==> config.mk <==
export PLATFORM = sky130hd
export DESIGN_NAME = three_wire_rtc_serial_master
export DESIGN_NICKNAME = d
export VERILOG_FILES = /design/src/twrtc_pkg.sv /design/src/twrtc_step.sv /design/src/three_wire_rtc_serial_master.sv
export SDC_FILE = /design/constraint.sdc
export NUM_CORES = 1
export LEC_CHECK = 0
export ABC_CLOCK_PERIOD_IN_PS = 5150
export BUFFER_PORTS_ARGS = -buffer_cell sky130_fd_sc_hd__buf_4
export CORE_MARGIN = 5
export CORE_UTILIZATION = 45
export CTS_BUF_LIST = sky130_fd_sc_hd__clkbuf_8
export CTS_CLUSTER_SIZE = 24
export DETAILED_ROUTE_END_ITERATION = 7
export PLACE_DENSITY = 0.69
export SLEW_MARGIN = 40
export SYNTH_ARGS = -nofsm -noshare
export SYNTH_HDL_FRONTEND = slang
export SYNTH_SLANG_ARGS = --single-unit
export TNS_END_PERCENT = 20
==> constraint.sdc <==
create_clock -name i_clk -period 5.15 [get_ports i_clk]
set_clock_uncertainty 0.15 [all_clocks]
set_input_delay 0.515 -clock i_clk [delete_from_list [all_inputs] [get_ports i_clk]]
set_output_delay 0.515 -clock i_clk [all_outputs]
set_load 0.01 [all_outputs]
==> src/twrtc_pkg.sv <==
`default_nettype none

package twrtc_pkg;

    // Data bytes moved by one burst transfer
    localparam int unsigned BURST_BYTES = 8;
    localparam logic [2:0]  LAST_BYTE   = 3'(BURST_BYTES - 1);

    // Configuration register indexes
    localparam logic CFG_BURST_WR_CMD = 1'b0;
    localparam logic CFG_BURST_RD_CMD = 1'b1;

    // Register reset values
    localparam logic [7:0] BURST_WR_CMD_RST = 8'd190;
    localparam logic [7:0] BURST_RD_CMD_RST = 8'd191;

    // Request kinds
    localparam logic [2:0] REQ_TICK     = 3'd0;
    localparam logic [2:0] REQ_WRITE    = 3'd1;
    localparam logic [2:0] REQ_READ     = 3'd2;
    localparam logic [2:0] REQ_BURST_WR = 3'd3;
    localparam logic [2:0] REQ_BURST_RD = 3'd4;

    typedef enum logic [1:0] {
        PH_IDLE = 2'd0,
        PH_CMD  = 2'd1,
        PH_DATA = 2'd2
    } t_phase;

    typedef struct packed {
        t_phase      phase;
        logic [2:0]  bit_count;
        logic [2:0]  byte_count;
        logic [7:0]  shift_reg;
        logic [7:0]  pending_data;
        logic        is_read;
        logic        is_burst;
    } t_state;

    typedef struct packed {
        logic [2:0]  req_type;
        logic [7:0]  command_byte;
        logic [7:0]  write_byte;
        logic        pin_in;
    } t_req;

    typedef struct packed {
        logic        chip_enable;
        logic        clock_pulse;
        logic        pin_out;
        logic        pin_drive;
        logic [7:0]  read_byte;
        logic        read_valid;
        logic        byte_taken;
        logic [2:0]  byte_number;
        logic        last;
        logic        rejected;
    } t_result;

endpackage

`default_nettype wire

==> src/twrtc_step.sv <==
`default_nettype none

module twrtc_step
    import twrtc_pkg::*;
(
    input  wire t_state  i_state,
    input  wire t_req    i_req,
    input  wire [7:0]    i_burst_wr_cmd,
    input  wire [7:0]    i_burst_rd_cmd,
    output t_state       o_state,
    output t_result      o_result
);

    logic       is_req;
    logic       final_byte;
    t_state     s;
    t_result    r;
    logic [7:0] sh;

    always_comb begin
        is_req = i_req.req_type inside {[REQ_WRITE:REQ_BURST_RD]};
        s  = i_state;
        r  = '0;
        sh = '0;
        final_byte = 1'b0;
        r.pin_drive = 1'b1;

        // Start a transaction from idle, or flag a request while busy
        if (s.phase != PH_CMD && s.phase != PH_DATA) begin
            s.phase = PH_IDLE;
            if (is_req) begin
                s.is_read  = (i_req.req_type == REQ_READ) ||
                             (i_req.req_type == REQ_BURST_RD);
                s.is_burst = (i_req.req_type == REQ_BURST_WR) ||
                             (i_req.req_type == REQ_BURST_RD);
                case (i_req.req_type)
                    REQ_WRITE:    s.shift_reg = i_req.command_byte & 8'hFE;
                    REQ_READ:     s.shift_reg = i_req.command_byte | 8'h01;
                    REQ_BURST_WR: s.shift_reg = i_burst_wr_cmd;
                    default:      s.shift_reg = i_burst_rd_cmd;
                endcase
                if (i_req.req_type == REQ_WRITE) begin
                    s.pending_data = i_req.write_byte;
                end
                s.bit_count  = '0;
                s.byte_count = '0;
                s.phase      = PH_CMD;
            end
        end else if (is_req) begin
            r.rejected = 1'b1;
        end

        case (s.phase)
            // Shift out command bits, LSB first
            PH_CMD: begin
                r.chip_enable = 1'b1;
                r.clock_pulse = 1'b1;
                r.pin_out     = s.shift_reg[0];
                s.shift_reg   = {1'b0, s.shift_reg[7:1]};
                if (s.bit_count == 3'd7) begin
                    s.phase      = PH_DATA;
                    s.bit_count  = '0;
                    s.byte_count = '0;
                    s.shift_reg  = (s.is_read || s.is_burst) ? 8'h00 : s.pending_data;
                end else begin
                    s.bit_count = s.bit_count + 3'd1;
                end
            end
            // Move data bits in or out
            PH_DATA: begin
                r.chip_enable = 1'b1;
                r.clock_pulse = 1'b1;
                r.byte_number = s.byte_count;
                if (s.is_read) begin
                    r.pin_drive = 1'b0;
                    s.shift_reg = {i_req.pin_in, s.shift_reg[7:1]};
                    if (s.bit_count == 3'd7) begin
                        r.read_byte  = s.shift_reg;
                        r.read_valid = 1'b1;
                    end
                end else begin
                    sh = s.shift_reg;
                    if (s.bit_count == 3'd0 && s.is_burst) begin
                        sh           = i_req.write_byte;
                        r.byte_taken = 1'b1;
                    end
                    r.pin_out   = sh[0];
                    s.shift_reg = {1'b0, sh[7:1]};
                end
                if (s.bit_count == 3'd7) begin
                    final_byte  = !s.is_burst || (s.byte_count >= LAST_BYTE);
                    s.bit_count = '0;
                    if (final_byte) begin
                        r.last       = 1'b1;
                        s.phase      = PH_IDLE;
                        s.byte_count = '0;
                    end else begin
                        s.byte_count = s.byte_count + 3'd1;
                        s.shift_reg  = '0;
                    end
                end else begin
                    s.bit_count = s.bit_count + 3'd1;
                end
            end
            default: ;
        endcase

        o_state  = s;
        o_result = r;
    end

endmodule

`default_nettype wire

==> src/three_wire_rtc_serial_master.sv <==
`default_nettype none

// Three-wire serial master (chip enable, serial clock, data). Each request on
// the slave stream is one bit period; it yields exactly one result on the
// master stream telling how to drive the link in that period. A single write
// or read takes 16 bit periods, a burst 8 + 8 * BURST_BYTES; the request that
// starts a transaction already carries the first command bit, and write, read and
// burst requests made while a transaction runs are flagged as rejected and dropped.
// The block takes one request per clock unless the result stream stalls: the
// per-period update is one pass of logic between the state and output registers,
// and the output register lets a new request in while the last result is taken.
module three_wire_rtc_serial_master
    import twrtc_pkg::*;
(
    input  wire         i_clk,
    input  wire         i_rst_n,
    // Configuration write port
    input  wire         i_cfg_we,
    input  wire         i_cfg_addr,
    input  wire  [7:0]  i_cfg_wdata,
    // Request stream
    input  wire         s_axis_tvalid,
    output logic        s_axis_tready,
    input  wire  [23:0] s_axis_tdata,  // command_byte[7:0], write_byte[15:8], pin_in[16]
    input  wire  [2:0]  s_axis_tuser,  // req_type[2:0]
    // Result stream
    output logic        m_axis_tvalid,
    input  wire         m_axis_tready,
    output logic [23:0] m_axis_tdata,  // chip_enable[0], clock_pulse[1], pin_out[2],
                                       // pin_drive[3], read_byte[11:4], read_valid[12],
                                       // byte_taken[13], byte_number[16:14], rejected[17]
    output logic        m_axis_tlast   // last
);

    t_state     r_state, n_state;
    logic [7:0] r_burst_wr_cmd;
    logic [7:0] r_burst_rd_cmd;
    logic       r_out_valid;
    t_result    r_out;
    t_result    n_out;
    t_req       req;
    logic       accept;

    assign req.req_type     = s_axis_tuser;
    assign req.command_byte = s_axis_tdata[7:0];
    assign req.write_byte   = s_axis_tdata[15:8];
    assign req.pin_in       = s_axis_tdata[16];

    assign s_axis_tready = !r_out_valid || m_axis_tready;
    assign accept        = s_axis_tvalid && s_axis_tready;

    twrtc_step u_step (
        .i_state        (r_state),
        .i_req          (req),
        .i_burst_wr_cmd (r_burst_wr_cmd),
        .i_burst_rd_cmd (r_burst_rd_cmd),
        .o_state        (n_state),
        .o_result       (n_out)
    );

    // Hold configuration registers
    always_ff @(posedge i_clk) begin
        if (!i_rst_n) begin
            r_burst_wr_cmd <= BURST_WR_CMD_RST;
            r_burst_rd_cmd <= BURST_RD_CMD_RST;
        end else if (i_cfg_we) begin
            if (i_cfg_addr == CFG_BURST_WR_CMD) begin
                r_burst_wr_cmd <= i_cfg_wdata;
            end else begin
                r_burst_rd_cmd <= i_cfg_wdata;
            end
        end
    end

    // Advance link state on each accepted request
    always_ff @(posedge i_clk) begin
        if (!i_rst_n) begin
            r_state <= '{phase: PH_IDLE, default: '0};
        end else if (accept) begin
            r_state <= n_state;
        end
    end

    // Output register
    always_ff @(posedge i_clk) begin
        if (!i_rst_n) begin
            r_out_valid <= 1'b0;
        end else if (accept) begin
            r_out_valid <= 1'b1;
        end else if (m_axis_tready) begin
            r_out_valid <= 1'b0;
        end
    end

    always_ff @(posedge i_clk) begin
        if (accept) begin
            r_out <= n_out;
        end
    end

    assign m_axis_tvalid = r_out_valid;
    assign m_axis_tlast  = r_out.last;
    assign m_axis_tdata  = {6'd0,
                            r_out.rejected,
                            r_out.byte_number,
                            r_out.byte_taken,
                            r_out.read_valid,
                            r_out.read_byte,
                            r_out.pin_drive,
                            r_out.pin_out,
                            r_out.clock_pulse,
                            r_out.chip_enable};

endmodule

`default_nettype wire

==> results.md, run 1 <==
* Status: completed
* Post-Syn Instances at 380
* LEAKAGE at about 1.7 nW
* DRC viols at 0
* Worst Setup Path Type: reg2reg
* Critical path fanouts, max at 18
* Seq cells post-synth at just over 60
* Worst Path Arrival at around 3.9 ns
* # hold bufs at CTS at 0
* Syn avg cell area at 8.91 um2
* CP dominant cell by count: ha_1
* Initial Util at 0.464
* Rows at 31
* Die width at around 97 um
* WHS at 0.257 ns
* CTS tree: built
* Dpl hpwl at about 5.6 mm
* Sink Count at 61
* Final #Nets at roughly 470
* Synth cell count leaders: nand2_1, dfxtp_1, nor2_1, o21ai_0, mux2i_1
* Clk pin slew, worst setup/hold paths at approximately 0.060 ns
* Slew HR at 0.510
* Number of max-cap violations at 0
* First-pass GRT wire length at about 13 mm
* Yosys warning count at 0
* Worst Hold Class: in2reg
* Tightest Pin Transition at 0.729 ns
* Port Buffers at 53
* Dominant cell type by area after synthesis: dfxtp_1
* Worst-Skew Late Latency at roughly 0.33 ns
* Setup TNS at 0 ns
* Yosys top cell area share at 0.254
* DR WL/cell at 14.7 um
* Number of global-route vias before repair at approximately 2700
* Ys async rst share at 0
* Final hold vios at 0
* Share of layout cells above drive strength 1 at 0.190
* Largest cells by area after synthesis: dfxtp_1, edfxtp_1, nand2_1
* Post-layout min period at 3.74 ns
* Top-Level Pins at just under 70
* Initial antenna violation count at 0
* Worst VDD drop at ~180 uV
* Most frequent cell after synthesis: nand2_1
* CP max stage delay at 0.64 ns
* Routed WL at 7.74 mm
* PostCTS Resize Cnt at 0
* Total Routing Usage GR at 0.166
* FMAX at about 270 MHz
* Worst path required time at ~5.3 ns
* Fin crit share at 0.727
* Largest net degree at the start of global routing at 45
* PwrDens at about 270 nW/um2
* N_diodes at 0
* Primary FF master, synth: dfxtp_1
* Sequential-to-total area share from yosys stat at 0.414
* Vias post-DR at about 2800
* Total clock buffers created by CTS at 9
* Vias/cell at 5.38
* Synth Cell Area at between 3000 and 4000 um2
* Critical-path cell list: inv_1 > ha_1 > nand2b_2 > o21a_1 > and2_1 > ha_1 > ha_1 > nor3_1 > a221oi_1 > o21ai_0 > o221a_1
* Number of synthesized flops with an enable pin at 18
* PnR Total Power at ~0.0011 W
* Fin util at 0.543
* Post-CTS setup buffer count at 0
* Die ar. at approximately 9400 um2
* Antenna Nets Post-Route at 0
* Final GP Congestion at between 0.8 and 0.9
* Crit path capture type: flop
* Largest delay contributor family on the critical path: simple AND/OR/NAND/NOR gates
* RSZ-0062 raised after global routing: no
* Max Slew Vio Count at 0
* DR iter-0 viols at 167
* Fillers at 694
* Final instance area at between 3000 and 4000 um2
* Critical Path Slowest Stage Cell: nor3_1
* Buf+Inv Stages, Crit Path at 1
* Unique masters post-synth at 53
* Gr ovfl total at 0
* Core ar. at roughly 7300 um2
* Clock Tree Root: clkbuf_8
* Die Y at between 90 and 100 um
* CTS HTree Levels at 3
* Placed Area at between 3000 and 4000 um2
* Clk buf depth at 2
* Drt pass-1 iters at 4
* Setup crit start kind: flop
* # setup viols final at 0
* Synthesis-to-finish area growth at 16.9%
[sequential cells by signal, summed over array words and instances, names as in the netlist]
| signal | count |
|---|---|
| r_burst_rd_cmd | 8 |
| m_axis_tdata | 17 |
| m_axis_tvalid | 1 |
| r_state | 26 |
| m_axis_tlast | 1 |
| r_burst_wr_cmd | 8 |
[stage by stage]
stage,setup WS [ns],cells
floorplan,2.14,385
global placement,1.50,510
detailed placement,1.45,510
CTS,1.45,525
global route,1.11,525
finish,1.41,525
[worst register-to-register path, cell delays in order, from the launching register on]
cell	delay, ns
dfxtp_1	0.33
inv_1	0.07
ha_1	0.57
nand2b_2	0.28
o21a_1	0.38
and2_1	0.24
ha_1	0.18
ha_1	0.30
nor3_1	0.64
a221oi_1	0.20
o21ai_0	0.14
o221a_1	0.21
[final cells by class]
cell class	instances	area (um2)	share of cell area
multi-input combinational	282	1810	0.458
tap	99	124	0.0313
clock inverter	6	25.0	0.00633
inverter	11	41.3	0.0104
clock buffer	9	124	0.0313
timing repair buffer	57	428	0.108
sequential	61	1400	0.354
[report_power, final]
| part | internal (W) | switching, W | total (W) |
|---|---|---|---|
| clock network | 0.000163 | 0.000175 | 0.000338 |
| registers | 0.000520 | 0.0000143 | 0.000535 |
| logic | 0.0000957 | 0.000113 | 0.000208 |
[per-layer routing]
metal,up-vias,wire (um),track usage
met5,-,0,0
met4,0,91,0.0572
met3,7,369,0.0367
met2,73,3530,0.262
met1,1309,3750,0.223
li1,1436,-,-
[cells by family after synthesis]
group                      Yosys count  synth area share
and+or+nand+nor                    153             0.219
other                                1           0.00111
DFF                                 61             0.414
adders and majority gates            6            0.0222
muxes                               24            0.0713
buffers and inverters               42            0.0576
xor gates and xnor gates             2           0.00517
AOI/OAI and AO/OA                   91             0.210
[cell usage in the layout, fill, tap and decap left out, types with 2 or more instances in the layout]
| cell type | netlist | layout |
|---|---|---|
| ha_1 | 6 | 6 |
| a21boi_1 | 2 | 2 |
| o221ai_1 | 2 | 2 |
| nand2_1 | 66 | 66 |
| a2bb2oi_1 | 7 | 7 |
| nand2b_1 | 4 | 4 |
| buf_4 | 7 | 57 |
| inv_1 | 11 | 13 |
| and3_1 | 5 | 5 |
| nor2_1 | 25 | 25 |
| a221oi_1 | 9 | 9 |
| dfxtp_1 | 43 | 43 |
| nand3_1 | 15 | 15 |
| a21boi_0 | 17 | 17 |
| conb_1 | 1 | 6 |
| and3b_1 | 7 | 7 |
| clkinv_1 | 0 | 2 |
| mux2i_1 | 23 | 23 |
| nor2b_1 | 10 | 10 |
| a21oi_1 | 2 | 2 |
| and2_1 | 8 | 8 |
| clkbuf_8 | 0 | 9 |
| o221a_2 | 8 | 8 |
| clkinv_2 | 0 | 2 |
| nor3_1 | 4 | 3 |
| o21ai_0 | 24 | 24 |
| edfxtp_1 | 18 | 18 |
| o221a_1 | 6 | 6 |
| o211a_1 | 3 | 3 |
[final timing paths]
kind / start / endpoint / slack [ns] / cells after the start
worst max-delay path: r_state[24] / r_state[13] / 1.41 / 11
worst min-delay path: i_cfg_wdata[2] / r_burst_rd_cmd[2] / 0.26 / 3
worst max register to register: r_state[24] / r_state[13] / 1.41 / 11
worst min register to register: r_state[25] / r_state[25] / 0.31 / 2
No activity file was read; power rests on OpenSTA's default activity.
==> run 2: changes to the inputs <==
- ABC_CLOCK_PERIOD_IN_PS: 5150 -> 3400
- PLACE_DENSITY: 0.69 -> 0.72
- clock period: 5.15 -> 3.4 ns (I/O delays scaled with it)
==> results.md, run 2 (synthesized netlist as in run 1, its figures left out) <==
* Initial antenna violation count at 0 (unchanged)
* Status: completed (unchanged)
* Number of global-route vias before repair at 2751 (was 2695)
* CTS tree: built (unchanged)
* FMAX at 313 MHz (was 267 MHz)
* LEAKAGE at 1.78 nW (was 1.70 nW)
* Internal at 0.00150 W (was 0.000779 W)
* Combinational power share at 0.163 (was 0.193)
* Vias post-DR at 2836 (was 2825)
* Routed WL at 7.53 mm (was 7.74 mm)
* Critical-path cell list: inv_1 > ha_1 > nand4bb_1 > o21a_1 > and2_1 > ha_1 > ha_1 > a311o_1 > and3_1 > or4_1 > a21boi_1 (was inv_1 > ha_1 > nand2b_2 > o21a_1 > and2_1 > ha_1 > ha_1 > nor3_1 > a221oi_1 > o21ai_0 > o221a_1)
* Crit path capture type: flop (unchanged)
* Post-CTS setup buffer count at 0 (unchanged)
* Drt pass-1 iters at 4 (unchanged)
* Post-layout min period at 3.20 ns (was 3.74 ns)
* Final #Nets at 477 (was 469)
* Setup crit start kind: flop (unchanged)
* Vias/cell at 5.31 (was 5.38)
* Initial Util at 0.464 (unchanged)
* Total Routing Usage GR at 0.166 (about the same)
* Synthesis-to-finish area growth at 22.0% (was 16.9%)
* Share of layout cells above drive strength 1 at 0.216 (was 0.190)
* # setup viols final at 0 (unchanged)
* N_diodes at 0 (unchanged)
* PnR Total Power at 0.00199 W (was 0.00108 W)
* DR WL/cell at 14.1 um (was 14.7 um)
* Max Slew Vio Count at 0 (unchanged)
* First-pass GRT wire length at 13.1 mm (about the same)
* Tightest Pin Transition at 0.691 ns (was 0.729 ns)
* Die width at 96.7 um (unchanged)
* Sink Count at 61 (unchanged)
* Clock power frac at 0.430 (was 0.313)
* Max reg flops at 26 (unchanged)
* Net Sw Power at 0.000488 W (was 0.000302 W)
* Final hold vios at 0 (unchanged)
* PostCTS Resize Cnt at 0 (unchanged)
* Die ar. at 9360 um2 (unchanged)
* Place WS at 0.240 ns (was 1.45 ns)
* Worst path required time at 3.52 ns (was 5.27 ns)
* CTS HTree Levels at 3 (unchanged)
* Clk buf depth at 2 (unchanged)
* Slew HR at 0.539 (was 0.510)
* Die Y at 96.7 um (unchanged)
* Worst VDD drop at 228 uV (was 178 uV)
* Worst Setup Path Type: reg2reg (unchanged)
* Port Buffers at 53 (unchanged)
* Worst-Skew Late Latency at 0.35 ns (was 0.33 ns)
* RSZ-0062 raised after global routing: no (unchanged)
* Largest Register: r_state (unchanged)
* Clock Tree Root: clkbuf_8 (unchanged)
* Dpl hpwl at 5.37 mm (was 5.56 mm)
* Largest net degree at the start of global routing at 45 (unchanged)
* Rows at 31 (unchanged)
* CP dominant cell by count: ha_1 (unchanged)
* Critical Path Slowest Stage Cell: or4_1 (was nor3_1)
* Setup TNS at 0 ns (unchanged)
* Flop pwr share at 0.408 (was 0.495)
* Antenna Nets Post-Route at 0 (unchanged)
* Critical path fanouts, max at 12 (was 18)
* Sw Ratio at 0.246 (was 0.279)
* # hold bufs at CTS at 0 (unchanged)
* DR iter-0 viols at 197 (was 167)
* Worst Path Arrival at 3.32 ns (was 3.87 ns)
* DRC viols at 0 (unchanged)
* Number of max-cap violations at 0 (unchanged)
* Worst Hold Class: in2reg (unchanged)
* Buf+Inv Stages, Crit Path at 1 (unchanged)
* Core ar. at 7290 um2 (unchanged)
* Largest delay contributor family on the critical path: simple AND/OR/NAND/NOR gates (unchanged)
* Commonest non-fill, non-tap cell in the layout: nand2_1 (unchanged)
* CP max stage delay at 0.46 ns (was 0.64 ns)
* Total clock buffers created by CTS at 9 (unchanged)
* Fin util at 0.566 (was 0.543)
* Clk pin slew, worst setup/hold paths at 0.07 ns (was 0.06 ns)
* Gr ovfl total at 0 (unchanged)
* Most frequent cells in the layout: nand2_1, buf_4, dfxtp_1 (unchanged)
* Final worst slack at 0.204 ns (was 1.41 ns)
* Top-Level Pins at 68 (unchanged)
* Final GP Congestion at 0.798 (was 0.834)
* Fin crit share at 0.940 (was 0.727)
* PwrDens at 481 nW/um2 (was 273 nW/um2)
run 2: metal layers:
layer	share of wire	up-vias	GRT usage
li1	-	1460	-
met1	0.47	1285	0.220
met2	0.45	81	0.263
met3	0.063	10	0.0439
met4	0.013	0	0.0518
met5	0	-	0
run 2: final cells by class:
cell class / count / area (um2)
Clock buffer: 9 / 124
Fill cell: 688 / 3160
Inverter: 11 / 41.3
Clock inverter: 7 / 138
Multi-Input combinational cell: 282 / 1810
Tap cell: 99 / 124
Sequential cell: 61 / 1400
Timing Repair Buffer: 65 / 488
run 2: power by group through the flow:
stage / logic, W / clock network [W] / registers, W
after detailed placement: 0.000321 / 0 / 0.000825
after CTS: 0.000323 / 0.000864 / 0.000809
after global placement: 0.000317 / 0 / 0.000824
final: 0.000324 / 0.000853 / 0.000810
after global routing: 0.000360 / 0.000899 / 0.000813
after floorplan: 0.000216 / 0 / 0.000826
run 2: path summary, 6_finish.rpt:
path,start,endpoint,slack [ns],cells after the start
worst max-delay path,r_state[24],r_state[25],0.20,11
worst min-delay path,i_cfg_wdata[5],r_burst_rd_cmd[5],0.06,3
worst max register to register,r_state[24],r_state[25],0.20,11
worst min register to register,r_state[25],r_state[25],0.31,2
run 2: per-stage QoR:
stage                     hold slack (ns)  cells  area (um2)
after global routing               0.0613    534        4130
after global placement              0.295    518        3860
after detailed placement            0.302    518        3860
final                              0.0639    534        4130
after CTS                          0.0582    534        4120
after floorplan                     0.283    385        3400
run 2: worst reg2reg max path: stages (launching register included):
cell,delay (ns)
dfxtp_1,0.33
inv_1,0.07
ha_1,0.38
nand4bb_1,0.17
o21a_1,0.27
and2_1,0.23
ha_1,0.19
ha_1,0.17
a311o_1,0.33
and3_1,0.22
or4_1,0.46
a21boi_1,0.15
==> run 3: changes to the inputs <==
- RECOVER_POWER: default -> 50
==> results.md, run 3 (synthesized netlist as in run 1, its figures left out) <==
* Status: complete, but fails checks (was completed)
* Violated checks: capacitance limit, slew limit
* Largest delay contributor family on the critical path: simple AND/OR/NAND/NOR gates (unchanged)
* Tightest Pin Transition at 1.52 ns (was 0.691 ns)
* Post-layout min period at 3.17 ns (was 3.20 ns)
* DR iter-0 viols at 190 (was 197)
* Crit path capture type: flop (unchanged)
* RSZ-0062 raised after global routing: no (unchanged)
* First-pass GRT wire length at 13.1 mm (unchanged)
* Clk pin slew, worst setup/hold paths at 0.07 ns (about the same)
* Worst Setup Path Type: reg2reg (unchanged)
* CP max stage delay at 0.46 ns (about the same)
* Top-Level Pins at 68 (unchanged)
* Die width at 96.7 um (unchanged)
* Number of global-route vias before repair at 2751 (unchanged)
* Worst Path Arrival at 3.30 ns (was 3.32 ns)
* Final #Nets at 477 (unchanged)
* Core ar. at 7290 um2 (unchanged)
* Most frequent cells in the layout: nand2_1, dfxtp_1, buf_4 (was nand2_1, buf_4, dfxtp_1)
* DR WL/cell at 14.2 um (was 14.1 um)
* Fin util at 0.554 (was 0.566)
* WHS Path Cells at 3 (unchanged)
* Clk buf depth at 2 (unchanged)
* Worst path required time at 3.52 ns (about the same)
* R2R depth at 11 (unchanged)
* # setup viols final at 0 (unchanged)
* Antenna Nets Post-Route at 0 (unchanged)
* Fin crit share at 0.934 (was 0.940)
* Register area at 1400 um2 (unchanged)
* Port Buffers at 53 (unchanged)
* Vias post-DR at 2843 (was 2836)
* Drt pass-1 iters at 5 (was 4)
* Worst Hold Class: in2reg (unchanged)
* Synthesis-to-finish area growth at 19.4% (was 22.0%)
* CTS HTree Levels at 3 (unchanged)
* Routed WL at 7.56 mm (was 7.53 mm)
* Share of layout cells above drive strength 1 at 0.163 (was 0.216)
* Max reg flops at 26 (unchanged)
* Largest net degree at the start of global routing at 45 (unchanged)
* Buf+Inv Stages, Crit Path at 1 (unchanged)
* DRC viols at 0 (unchanged)
* Die ar. at 9360 um2 (unchanged)
* Rows at 31 (unchanged)
* Critical path fanouts, max at 12 (unchanged)
* Final worst slack at 0.226 ns (was 0.204 ns)
* Die Y at 96.7 um (unchanged)
* Number of max-cap violations at 1 (was 0)
* Commonest non-fill, non-tap cell in the layout: nand2_1 (unchanged)
* Worst-Skew Late Latency at 0.34 ns (was 0.35 ns)
* Total stage count of the critical path at 11 (unchanged)
* Critical-path cell list: inv_1 > ha_1 > nand4bb_1 > o21a_1 > and2_1 > ha_1 > ha_1 > a311o_1 > and3_1 > or4_1 > a21boi_1 (unchanged)
* Multi-input logic area at 1810 um2 (unchanged)
* Max Slew Vio Count at 32 (was 0)
* CTS tree: built (unchanged)
* Initial Util at 0.464 (unchanged)
* Critical Path Slowest Stage Cell: or4_1 (unchanged)
* Fillers at 719 (was 688)
* CP dominant cell by count: ha_1 (unchanged)
* Final GP Congestion at 0.798 (unchanged)
* Total Routing Usage GR at 0.166 (unchanged)
* Vias/cell at 5.32 (was 5.31)
* Sink Count at 61 (unchanged)
* Setup TNS at 0 ns (unchanged)
* Clock Tree Root: clkbuf_8 (unchanged)
* Total clock buffers created by CTS at 9 (unchanged)
* N_diodes at 0 (unchanged)
* Slew HR at -0.0133 (was 0.539)
* Dpl hpwl at 5.37 mm (unchanged)
* LEAKAGE at 1.70 nW (was 1.78 nW)
* Worst VDD drop at 227 uV (was 228 uV)
* Place WS at 0.240 ns (unchanged)
* PwrDens at 489 nW/um2 (was 481 nW/um2)
* Final hold vios at 0 (unchanged)
* Gr ovfl total at 0 (unchanged)
* Largest Register: r_state (unchanged)
* Setup crit start kind: flop (unchanged)
* FMAX at 315 MHz (was 313 MHz)
* Reg-to-reg slack, setup at 0.23 ns (was 0.20 ns)
* Initial antenna violation count at 0 (unchanged)
* Post-CTS setup buffer count at 0 (unchanged)
[run 3: cell count changes in the layout (fill, tap and decap cells not counted)]
cell | before | now
and2_1 | 8 | 7
buf_4 | 65 | 42
clkbuf_1 | 0 | 23
and2_0 | 0 | 1
[run 3: report_power, final]
part	internal, W	total (W)	switching (W)
logic	0.000142	0.000313	0.000171
registers	0.000788	0.000810	0.0000213
clock network	0.000558	0.000853	0.000295
[run 3: path summary, 6_finish.rpt]
| kind | start | to |
|---|---|---|
| setup / recovery | r_state[24] | r_state[25] |
| hold / removal | i_cfg_wdata[5] | r_burst_rd_cmd[5] |
| setup reg to reg | r_state[24] | r_state[25] |
| hold reg to reg | r_state[25] | r_state[25] |
[run 3: final cells by class]
| cell class | instances | share of cell area |
|---|---|---|
| flip-flops and latches | 61 | 0.347 |
| clock inverters | 7 | 0.0340 |
| inverters | 11 | 0.0102 |
| clock buffers | 9 | 0.0306 |
| well taps | 99 | 0.0306 |
| repair buffers | 65 | 0.0993 |
| multi-input cells | 282 | 0.448 |
[run 3: worst min-delay path, stage by stage]
cell and delay (ns):
buf_4 0.08, nand2_1 0.04, nand3_1 0.06
[run 3: metal layers]
layer	GRT usage	part of all wire	wire length, um
met3	0.0439	0.055	418
met5	0	0	0
met4	0.0518	0.0059	45
met2	0.263	0.45	3420
met1	0.220	0.49	3680
[run 3: stage by stage]
step	std cells	cell area, um2	total power (W)	hold WS (ns)
finish	534	4040	0.00198	0.0655
global route	534	4040	0.00206	0.0613
CTS	534	4120	0.00200	0.0582
detailed placement	518	3860	0.00115	0.302
global placement	518	3860	0.00114	0.295
floorplan	385	3400	0.00104	0.283
[run 3: what timing repair did]
action	CTS	global route
hold buffers	0	0
endpoints found under the setup margin	0	5
resized for setup	0	1
